**src/rtl/irkem_pkg.sv**
```systemverilog
// Shared types, codes and the constant scan-code to key-code table.
`timescale 1ns / 1ps
`default_nettype none

package irkem_pkg;

  // Table geometry and field widths
  localparam int unsigned KEY_COUNT  = 36;
  localparam int unsigned SCAN_W     = 32;
  localparam int unsigned KEY_W      = 9;
  localparam int unsigned DELAY_W    = 16;
  localparam int unsigned HOLD_W     = 2;

  // Release delay after reset, in milliseconds
  localparam logic [DELAY_W-1:0] RELEASE_DELAY_RST = 16'd200;

  // Hold counter limits
  localparam logic [HOLD_W-1:0] HOLD_FIRST    = 2'd1;
  localparam logic [HOLD_W-1:0] HOLD_FIRST_RP = 2'd2;
  localparam logic [HOLD_W-1:0] HOLD_MAX      = 2'd3;

  // Input command codes
  localparam logic CMD_FRAME = 1'b0;
  localparam logic CMD_TICK  = 1'b1;

  // Event kinds on the result side
  typedef enum logic [1:0] {
    ACT_PRESS   = 2'd0,
    ACT_REPEAT  = 2'd1,
    ACT_RELEASE = 2'd2
  } key_action_e;

  // Outcome of one table match
  typedef struct packed {
    logic             hit;
    logic [KEY_W-1:0] key;
  } lookup_t;

  // Scan codes; the first matching slot wins
  localparam logic [SCAN_W-1:0] KEY_SCAN [KEY_COUNT] = '{
    32'heb14ff00, 32'hffffffff, 32'hffffffff, 32'hb946ff00,
    32'hf609ff00, 32'he21dff00, 32'he01fff00, 32'hf20dff00,
    32'he619ff00, 32'he41bff00, 32'hee11ff00, 32'hea15ff00,
    32'he817ff00, 32'hed12ff00, 32'hffffffff, 32'hf708ff00,
    32'haf50ff00, 32'hffffffff, 32'hb748ff00, 32'hffffffff,
    32'hffffffff, 32'hf906ff00, 32'hffffffff, 32'hfc03ff00,
    32'hb847ff00, 32'hf807ff00, 32'hbf40ff00, 32'hffffffff,
    32'he718ff00, 32'hbb44ff00, 32'hffffffff, 32'hae51ff00,
    32'hf50aff00, 32'he11eff00, 32'hf10eff00, 32'he51aff00
  };

  // Key codes for each slot; zero marks an unused slot
  localparam logic [KEY_W-1:0] KEY_NUM [KEY_COUNT] = '{
    9'd116, 9'd0,   9'd0,   9'd113,
    9'd59,  9'd60,  9'd61,  9'd388,
    9'd62,  9'd63,  9'd372, 9'd64,
    9'd65,  9'd139, 9'd0,   9'd158,
    9'd66,  9'd0,   9'd67,  9'd0,
    9'd0,   9'd103, 9'd0,   9'd12,
    9'd105, 9'd28,  9'd106, 9'd0,
    9'd174, 9'd108, 9'd0,   9'd12,
    9'd164, 9'd128, 9'd168, 9'd159
  };

endpackage

`default_nettype wire

```
**src/rtl/ir_remote_key_event_mapper.sv**
```systemverilog
// Top level: IR frame and tick beats in, press, repeat and release key events out.
`timescale 1ns / 1ps
`default_nettype none

// Each input beat is either a decoded IR frame (tuser[0] low) or a one
// millisecond tick (tuser[0] high). A frame whose scan code is in the key
// table yields a press, or a repeat when the decoder flagged it so, and
// rearms the release countdown from cfg_data_i (last written value, 200
// after reset); a tick that runs the countdown out yields a release. Not
// every beat yields an event. The block takes one beat per clock cycle;
// an event is offered on the master side from the result register, after
// its beat has passed the input register and the single table match.
// Backpressure on the master side stalls the input only once both
// registers are full.
module ir_remote_key_event_mapper (
  input  wire logic        clk_i,
  input  wire logic        rst_ni,
  // Configuration: release delay in milliseconds
  input  wire logic        cfg_valid_i,
  output logic             cfg_ready_o,
  input  wire logic [15:0] cfg_data_i,
  // Input beats
  input  wire logic        s_axis_tvalid,
  output logic             s_axis_tready,
  input  wire logic [31:0] s_axis_tdata,   // [31:0] frame_word
  input  wire logic [1:0]  s_axis_tuser,   // [0] command, [1] repeat_status
  // Event beats
  output logic             m_axis_tvalid,
  input  wire logic        m_axis_tready,
  output logic [15:0]      m_axis_tdata,   // [8:0] key number, [15:9] zero
  output logic [1:0]       m_axis_tuser    // [1:0] key_action
);

  localparam int unsigned SW = irkem_pkg::SCAN_W;
  localparam int unsigned KW = irkem_pkg::KEY_W;
  localparam int unsigned DW = irkem_pkg::DELAY_W;
  localparam int unsigned HW = irkem_pkg::HOLD_W;

  // Configuration register
  logic [DW-1:0] delay_q;

  // Input register
  logic          in_valid_q;
  logic          in_cmd_q;
  logic          in_rep_q;
  logic [SW-1:0] in_word_q;

  // Mapper state
  logic [SW-1:0] last_scan_q, last_scan_d;
  logic [HW-1:0] hold_q, hold_d;
  logic [KW-1:0] cur_key_q, cur_key_d;
  logic [DW-1:0] count_q, count_d;
  logic          armed_q, armed_d;

  // Result register
  logic                    out_valid_q;
  logic [KW-1:0]           out_key_q;
  irkem_pkg::key_action_e  out_act_q;

  logic                    advance;
  logic                    in_ready;
  logic                    emit;
  logic [KW-1:0]           emit_key;
  irkem_pkg::key_action_e  emit_act;
  logic [SW-1:0]           scan;
  irkem_pkg::lookup_t      lookup;

  // Handshakes: the result register frees when empty or taken
  assign advance       = !out_valid_q || m_axis_tready;
  assign in_ready      = !in_valid_q || advance;
  assign s_axis_tready = in_ready;
  assign cfg_ready_o   = 1'b1;

  // Hold the release delay
  always_ff @(posedge clk_i or negedge rst_ni) begin
    if (!rst_ni) begin
      delay_q <= irkem_pkg::RELEASE_DELAY_RST;
    end else if (cfg_valid_i) begin
      delay_q <= cfg_data_i;
    end
  end

  // Capture the input beat
  always_ff @(posedge clk_i or negedge rst_ni) begin
    if (!rst_ni) begin
      in_valid_q <= 1'b0;
    end else if (in_ready) begin
      in_valid_q <= s_axis_tvalid;
    end
  end

  always_ff @(posedge clk_i) begin
    if (s_axis_tvalid && in_ready) begin
      in_word_q <= s_axis_tdata;
      in_cmd_q  <= s_axis_tuser[0];
      in_rep_q  <= s_axis_tuser[1];
    end
  end

  // Hold counter and the scan code that an empty repeat frame stands for
  always_comb begin
    if (in_word_q != '0) begin
      hold_d = irkem_pkg::HOLD_FIRST;
    end else if (hold_q != irkem_pkg::HOLD_MAX) begin
      hold_d = hold_q + HW'(1);
    end else begin
      hold_d = hold_q;
    end
    if (in_word_q == '0 && in_rep_q && hold_d != irkem_pkg::HOLD_FIRST_RP) begin
      scan = last_scan_q;
    end else begin
      scan = in_word_q;
    end
  end

  irkem_rom_match u_match (
    .scan_i   (scan),
    .result_o (lookup)
  );

  // Work out the next state and the event for the registered beat
  always_comb begin
    last_scan_d = last_scan_q;
    cur_key_d   = cur_key_q;
    count_d     = count_q;
    armed_d     = armed_q;
    emit        = 1'b0;
    emit_key    = lookup.key;
    emit_act    = in_rep_q ? irkem_pkg::ACT_REPEAT : irkem_pkg::ACT_PRESS;
    if (in_cmd_q == irkem_pkg::CMD_TICK) begin
      emit_key = cur_key_q;
      emit_act = irkem_pkg::ACT_RELEASE;
      if (armed_q) begin
        if (count_q > DW'(1)) begin
          count_d = count_q - DW'(1);
        end else begin
          // Countdown ran out: disarm and release unless the slot is unused
          count_d = '0;
          armed_d = 1'b0;
          emit    = (cur_key_q != '0);
        end
      end
    end else if (lookup.hit) begin
      last_scan_d = scan;
      cur_key_d   = lookup.key;
      count_d     = delay_q;
      armed_d     = 1'b1;
      emit        = (lookup.key != '0);
    end
  end

  // Advance mapper state when the beat leaves the input register
  always_ff @(posedge clk_i or negedge rst_ni) begin
    if (!rst_ni) begin
      last_scan_q <= '0;
      hold_q      <= '0;
      cur_key_q   <= '0;
      count_q     <= '0;
      armed_q     <= 1'b0;
    end else if (in_valid_q && advance) begin
      last_scan_q <= last_scan_d;
      cur_key_q   <= cur_key_d;
      count_q     <= count_d;
      armed_q     <= armed_d;
      if (in_cmd_q == irkem_pkg::CMD_FRAME) begin
        hold_q <= hold_d;
      end
    end
  end

  // Load the result register
  always_ff @(posedge clk_i or negedge rst_ni) begin
    if (!rst_ni) begin
      out_valid_q <= 1'b0;
    end else if (advance) begin
      out_valid_q <= in_valid_q && emit;
    end
  end

  always_ff @(posedge clk_i) begin
    if (advance && in_valid_q && emit) begin
      out_key_q <= emit_key;
      out_act_q <= emit_act;
    end
  end

  assign m_axis_tvalid = out_valid_q;
  assign m_axis_tdata  = {(16 - KW)'(0), out_key_q};
  assign m_axis_tuser  = out_act_q;

endmodule

`default_nettype wire

```
**src/rtl/irkem_rom_match.sv**
```systemverilog
// Parallel match of a scan code against the constant key table.
`timescale 1ns / 1ps
`default_nettype none

module irkem_rom_match (
  input  wire logic [irkem_pkg::SCAN_W-1:0] scan_i,
  output irkem_pkg::lookup_t                result_o
);

  irkem_pkg::lookup_t result;

  // Walk from the last slot down so the lowest matching slot has priority
  always_comb begin
    result.hit = 1'b0;
    result.key = '0;
    for (int i = irkem_pkg::KEY_COUNT - 1; i >= 0; i--) begin
      if (irkem_pkg::KEY_SCAN[i] == scan_i) begin
        result.hit = 1'b1;
        result.key = irkem_pkg::KEY_NUM[i];
      end
    end
  end

  assign result_o = result;

endmodule

`default_nettype wire
```
**config.mk**
```make
export PLATFORM = sky130hd
export DESIGN_NAME = ir_remote_key_event_mapper
export DESIGN_NICKNAME = d
export VERILOG_FILES = /design/src/rtl/irkem_pkg.sv /design/src/rtl/ir_remote_key_event_mapper.sv /design/src/rtl/irkem_rom_match.sv
export SDC_FILE = /design/constraint.sdc
export NUM_CORES = 1
export LEC_CHECK = 0
export ABC_AREA = 1
export CAP_MARGIN = 30
export CORE_MARGIN = 5
export CORE_UTILIZATION = 40
export CTS_CLUSTER_SIZE = 28
export DETAILED_ROUTE_END_ITERATION = 10
export DONT_BUFFER_PORTS = 1
export GPL_ROUTABILITY_DRIVEN = 0
export GPL_TIMING_DRIVEN = 0
export MAX_ROUTING_LAYER = met4
export SLEW_MARGIN = 20
export SYNTH_ARGS = -nofsm -noshare
export SYNTH_HDL_FRONTEND = slang
export SYNTH_SLANG_ARGS = --single-unit
```
**constraint.sdc**
```tcl
create_clock -name clk_i -period 9.2 [get_ports clk_i]
set_clock_uncertainty 0.15 [all_clocks]
set_input_delay 1.84 -clock clk_i [delete_from_list [all_inputs] [get_ports clk_i]]
set_output_delay 1.84 -clock clk_i [all_outputs]
set_load 0.02 [all_outputs]
```
# ---- Word-level counts from Yosys, hierarchy flattened
# Cells that the tools add are included.
dict set report totals {
  elab_cells 112
  inputBits 55
  out_inout_bits 21
  ff_bits 123
}
dict set report classes {
  eq_ne 31
  n_addsub 2
  order_cmp 1
  reduce_logical 19
  muxes 45
  bitwise 1
}
# cell n
set op_table {}
lappend op_table {{$eq A32 B32 Y1 const A} 28}
lappend op_table {{$mux W10} 28}
lappend op_table {{$mux W16} 4}
lappend op_table {{$logic_not A32 Y1} 1}
lappend op_table {{$mux W32} 1}
lappend op_table {{$reduce_bool A32 Y1} 1}
lappend op_table {{$reduce_bool A9 Y1} 2}
lappend op_table {{$gt A16 B1 Y1 const B} 1}
lappend op_table {{$sub A16 B1 Y16 const B} 1}
lappend op_table {{$mux W1} 9}
lappend op_table {{$mux W9} 1}
lappend op_table {{$logic_and A1 B1 Y1} 6}
lappend op_table {{$reduce_and A3 Y1} 2}
lappend op_table {{$mux W2} 2}
lappend op_table {{$ne A2 B2 Y1 const B} 2}
lappend op_table {{$reduce_and A2 Y1} 2}
lappend op_table {{$add A2 B1 Y2 const B} 1}
lappend op_table {{$logic_not A1 Y1} 2}
lappend op_table {{$logic_or A1 B1 Y1} 2}
lappend op_table {{$ne A2 B1 Y1 const B} 1}
lappend op_table {{$reduce_bool A2 Y1} 1}
lappend op_table {{$not A1 Y1} 1}

# ---- Logic depth before layout (Yosys ltp)
dict set report logic_depth {
  depth_word 39
  depth_mapped 26
  ltp_nobuf 23
}

# ---- Modules after synthesis
# A second synthesis with hierarchy kept.
dict set report unflattened {
  hier_cells 844
  area_unflattened_um2 6567.5
}
# mod cells_each area_per_inst_um2 instances seq_area_each_um2
set by_module_without_submodules {}
lappend by_module_without_submodules {ir_remote_key_event_mapper 655 5695.5 1 3306.9}
lappend by_module_without_submodules {irkem_rom_match 189 872.1 1 0.0}

# ---- Worst setup path after synthesis
# Ideal clock, no wire load.
dict set report synth_path {
  kind {in2out}
  startpoint {input port m_axis_tready}
  endpoint {output port s_axis_tready}
  required_ns 7.210
  setup_slack_ns 5.089
  arrival_ns 2.121
  cell_stages 2
  cell_sequence {nor2_1 nand2_1}
}
dict set report synth_via {
  elab_chain_cells 2
}
# element line
set synth_rtl {}
lappend synth_rtl {{start: declaration} ir_remote_key_event_mapper.sv:29} ;# input wire logic m_axis_tready,
lappend synth_rtl {{$logic_or A1 B1 Y1} ir_remote_key_event_mapper.sv:69} ;# assign advance = !out_valid_q || m_axis_tready;
lappend synth_rtl {{$logic_or A1 B1 Y1} ir_remote_key_event_mapper.sv:70} ;# assign in_ready = !in_valid_q || advance;
lappend synth_rtl {{end: declaration} ir_remote_key_event_mapper.sv:24} ;# output logic s_axis_tready,
# No other way between the ends.

# ---- Worst setup path after layout
# Ends and elaborated chain as after synthesis.

==> flow_summary.html <==
<table>
<tr><th>Metric</th><th>Value</th></tr>
<tr><th colspan="2">Logic synthesis</th></tr>
<tr><td>Post-synthesis cell type count</td><td>50</td></tr>
<tr><td>Post-synthesis sequential element count</td><td>123</td></tr>
<tr><td>Share of synthesized area occupied by flip-flops and latches</td><td>approximately 48%</td></tr>
<tr><td>Post-synthesis cell count</td><td>873</td></tr>
<tr><td>Post-synthesis area per instance</td><td>7.929 um^2</td></tr>
<tr><td>Post-synthesis instance area</td><td>0.006922 mm^2</td></tr>
<tr><td>Warnings from Yosys</td><td>0</td></tr>
<tr><th colspan="2">Worst setup path</th></tr>
<tr><td>Crit path buf inv count</td><td>0</td></tr>
<tr><td>Launching element of the worst setup path</td><td>m_axis_tready</td></tr>
<tr><td>Critical path required time</td><td>7.21 ns</td></tr>
<tr><td>Kind of end point of the critical path</td><td>output pin</td></tr>
<tr><td>Crit path arrival time</td><td>2.15 ns</td></tr>
<tr><td>Worst-path cell with the longest stage delay</td><td>nand2_1</td></tr>
<tr><td>Critical R2R Launch</td><td>hold_q[0]</td></tr>
<tr><td>Worst path depth</td><td>2</td></tr>
<tr><td>Path depth of the worst reg2reg path</td><td>17</td></tr>
<tr><td>Highest net fanout along the worst path</td><td>3</td></tr>
<tr><td>Kind of start point of the critical path</td><td>input port</td></tr>
<tr><td>Worst setup path class</td><td>input port to output pin</td></tr>
<tr><td>Largest delay share family, worst path</td><td>simple AND/OR/NAND/NOR gates</td></tr>
<tr><td>Cells traversed along the worst timing path</td><td>nor2_1, nand2_1</td></tr>
<tr><td>Maximum single-stage delay on the critical path</td><td>0.20 ns</td></tr>
<tr><th colspan="2">Run</th></tr>
<tr><td>Total of max-cap violations</td><td>0</td></tr>
<tr><th colspan="2">Routing</th></tr>
<tr><td>Drc violations</td><td>0</td></tr>
<tr><td>Post-detailed-route wirelength per cell</td><td>between 10 and 15 um</td></tr>
<tr><td>DR pass1 iterations</td><td>5</td></tr>
<tr><td>Avg Vias per Cell</td><td>5.011</td></tr>
<tr><td>Via count</td><td>5693</td></tr>
<tr><td>Post-Route WL</td><td>around 17000 um</td></tr>
<tr><td>Remaining antenna violation count</td><td>0</td></tr>
<tr><td>DRC violation total after the first TritonRoute iteration</td><td>454</td></tr>
<tr><th colspan="2">Worst hold path</th></tr>
<tr><td>Type of the worst min-delay path</td><td>flop to flop</td></tr>
<tr><td>Number of instances on the worst hold path</td><td>0</td></tr>
<tr><td>Hold path startpoint</td><td>in_cmd_q</td></tr>
<tr><th colspan="2">Place</th></tr>
<tr><td>Number of port buffers</td><td>0</td></tr>
<tr><td>Cells after DPL</td><td>around 1100</td></tr>
<tr><td>Hpwl dp</td><td>about 12000 um</td></tr>
<tr><th colspan="2">Power</th></tr>
<tr><td>Portion of total power attributed to the clock network</td><td>between 40% and 50%</td></tr>
<tr><td>Internal Pwr Total</td><td>0.001094 W</td></tr>
<tr><td>Pwr/cell area</td><td>roughly 190 mW/mm^2</td></tr>
<tr><td>Leakage power total</td><td>around 3.8 nW</td></tr>
<tr><td>Worst vdd rail ir drop</td><td>between 0.1 and 0.15 mV</td></tr>
<tr><td>Logic pwr share</td><td>10.9%</td></tr>
<tr><td>Switching portion of total power</td><td>25.83%</td></tr>
<tr><td>Switching power</td><td>0.0003812 W</td></tr>
<tr><td>Share of total power in sequential cells</td><td>around 43%</td></tr>
<tr><td>Final total power</td><td>0.001476 W</td></tr>
<tr><th colspan="2">STA</th></tr>
<tr><td>Max Clock Freq</td><td>241.5 MHz</td></tr>
<tr><td>Setup TNS</td><td>0 ns</td></tr>
<tr><td>Final critical delay including setup and external delays</td><td>4.140 ns</td></tr>
<tr><td>Count of endpoints failing hold in the final timing report</td><td>0</td></tr>
<tr><td>Slew at the pin closest to its max-slew limit</td><td>between 0.7 and 0.8 ns</td></tr>
<tr><td>Setup repair after global routing missed its margin</td><td>no</td></tr>
<tr><td>Number of slew-limit violations in the final report</td><td>0</td></tr>
<tr><td>Total of endpoints with negative setup slack in the final report</td><td>0</td></tr>
<tr><td>Smallest hold slack</td><td>0.2944 ns</td></tr>
<tr><td>Period utilisation layout</td><td>between 40% and 50%</td></tr>
<tr><td>Worst slew slack as a fraction of its limit</td><td>46.57%</td></tr>
<tr><th colspan="2">GRT</th></tr>
<tr><td>Total global routing track utilization</td><td>17.82%</td></tr>
<tr><td>Gr ovfl total</td><td>0</td></tr>
<tr><td>Antenna violations before repair</td><td>0</td></tr>
<tr><td>Vias in the first global route</td><td>5577</td></tr>
<tr><td>Largest net degree at the start of global routing</td><td>a little under 80</td></tr>
<tr><td>First-pass GRT wire length</td><td>~28000 um</td></tr>
<tr><th colspan="2">Clocking</th></tr>
<tr><td>Inserted Clock Buffers</td><td>17</td></tr>
<tr><td>Clock slew at reported path FFs</td><td>roughly 0.05 ns</td></tr>
<tr><td>Post-CTS setup buffer count</td><td>0</td></tr>
<tr><td>Cell chosen for the clock root</td><td>clkbuf_16</td></tr>
<tr><td>Clk buf depth</td><td>2</td></tr>
<tr><td>Hold buffers post-CTS</td><td>0</td></tr>
<tr><td># clock sinks</td><td>around 120</td></tr>
<tr><td>Count of instances resized after the clock tree is built</td><td>0</td></tr>
<tr><td>Clock insertion delay at the later pin of the skew report</td><td>0.42 ns</td></tr>
<tr><td>H-tree level count</td><td>4</td></tr>
<tr><td>Clock tree from TritonCTS</td><td>done</td></tr>
<tr><th colspan="2">Cells and area</th></tr>
<tr><td>Number of antenna repair diodes</td><td>0</td></tr>
<tr><td>Cell Count, Final, Fillers Out</td><td>1136</td></tr>
<tr><td>Post-layout util</td><td>45.72%</td></tr>
<tr><td>Nets</td><td>955</td></tr>
<tr><td>Area added between synthesis and finish</td><td>13.07%</td></tr>
<tr><td>Number of fill cells in the layout</td><td>1701</td></tr>
<tr><td>Layout cell share with drive strength beyond 1</td><td>roughly an eighth</td></tr>
<tr><th colspan="2">Floorplanning</th></tr>
<tr><td>Die Span X</td><td>141.5 um</td></tr>
<tr><td>Count of standard-cell rows</td><td>48</td></tr>
<tr><td>Ports</td><td>76</td></tr>
<tr><td>Initial Utilization</td><td>40.44%</td></tr>
<tr><td>Height of the die</td><td>~140 um</td></tr>
<tr><td>Standard cell core area</td><td>0.01712 mm^2</td></tr>
<tr><td>Floorplan die area</td><td>~0.020 mm^2</td></tr>
<tr><th colspan="2">Outcome</th></tr>
<tr><td>Status</td><td>finished, final reports clean</td></tr>
</table>
-- cells by family after synthesis --
group           Yosys count  synth area share, %
compound gates          100                8.243
xor+xnor                 13                1.645
fa+ha+maj                 2               0.3615
buf+inv                 152                9.888
flops                   123                47.78
mux                      10                1.627
other cells               2               0.1085
simple gates            471                30.35
-- final timing paths --
kind                                        end  slack [ns]
min in group asynchronous          cur_key_q[5]        0.96
max in group asynchronous            delay_q[7]        7.71
worst min-delay path            m_axis_tuser[1]        0.29
worst max register to register     out_key_q[4]        5.16
worst max-delay path              s_axis_tready        5.06
worst min register to register  m_axis_tuser[1]        0.29
-- metrics by stage --
step	area, um^2	worst slack (ns)
2_1_floorplan	6944	5.089
3_3_place_gp	7226	5.063
3_5_place_dp	7226	5.060
4_1_cts	7826	5.060
5_1_grt	7826	4.794
6_report	7826	5.060
-- power groups by stage --
stage                     registers [W]  clock network [W]  logic, W
after floorplan                0.000640                  0  0.000133
after global placement         0.000648                  0  0.000157
after detailed placement       0.000648                  0  0.000160
after CTS                      0.000638           0.000690  0.000162
after global routing           0.000643           0.000715  0.000184
final                          0.000638           0.000676  0.000161
-- worst register-to-register path, cell delays in order (launching register included) --
cell and delay, ns:
dfrtp_1 0.41, a21oi_2 0.33, clkbuf_1 0.53, nand3_1 0.20, nand2_1 0.10, nand2_1 0.05
nor2_1 0.12, nand2_2 0.12, nor2_4 0.21, buf_4 0.22, nand4_1 0.17, nand4_1 0.18
nor2_2 0.06, nand3_1 0.06, nand2_1 0.07, buf_6 0.17, o21bai_1 0.16, nand2_1 0.38
-- cells in the final DEF, fill, tap and decap left out, types with 3 or more instances in the layout --
master      count
clkinv_1        3
bufinv_16       3
nor2_4          4
clkbuf_1       11
o21bai_1        3
nand2_2         8
or2_2           6
clkinvlp_4      5
inv_1         107
nand2_1       198
nand4_1        20
inv_2           7
a21oi_1        21
xor2_1          7
o21ai_1        32
mux2_2         10
dfstp_2         3
clkbuf_16      17
conb_1          8
buf_6           7
o21ai_0        24
a31oi_1         4
nand3_1        81
nand3_2         3
nor2_1        118
nor3_1         13
nor2_2          5
dfrtp_1        75
edfxtp_1       45
or2_1           4
buf_4          15
o22ai_1         6
clkinv_4        3
xnor2_1         6
nor4_1          4
-- cell usage after synthesis (all sizes together) --
master,instances,share of area [%]
nor2,128,7.8
nor4,4,0.36
o221ai,1,0.13
xnor2,6,0.76
a2111oi,1,0.13
nor3,13,0.94
o21ai,57,4.2
clkinv,1,0.054
nand3,84,6.3
nand3b,1,0.11
nand4,21,2.0
o211a,1,0.14
ha,2,0.36
o21bai,4,0.60
xor2,7,0.89
buf,25,3.0
edfxtp,45,20
o22ai,6,0.54
a211o,1,0.13
nand2,208,12
mux2,10,1.6
inv,115,6.3
clkbuf,11,0.60
conb,2,0.11
o211ai,3,0.40
and2,1,0.090
or2,10,0.90
dfstp,3,1.1
a31oi,4,0.36
and3,1,0.090
dfrtp,75,27
a21oi,22,1.6
-- state kept, by name, summed over array words and instances, names as in the netlist --
name           flops
in_rep_q           1
last_scan_q       32
armed_q            1
m_axis_tuser       2
hold_q             2
in_valid_q         1
m_axis_tvalid      1
out_key_q          9
in_cmd_q           1
cur_key_q          9
in_word_q         32
count_q           16
delay_q           16
-- final cells by class --
cell class	count	area, um^2	share of cell area, %
clock inverter	15	175.2	2.238
inverter	116	437.9	5.596
tap	225	281.5	3.597
clock buffer	17	425.4	5.436
sequential	123	3307	42.25
multi-input combinational	604	2953	37.73
buffer	36	246.5	3.149
-- routing by layer --
layer / global-route usage [%] / routed length [um] / up-vias
met1: 23.85 / 8044 / 2648
met2: 27.41 / 7753 / 156
li1: - / - / 2869
met5: - / 0 / -
met3: 3.472 / 722 / 20
met4: 5.808 / 201 / 0
No activity file was read; power rests on OpenSTA's default activity.
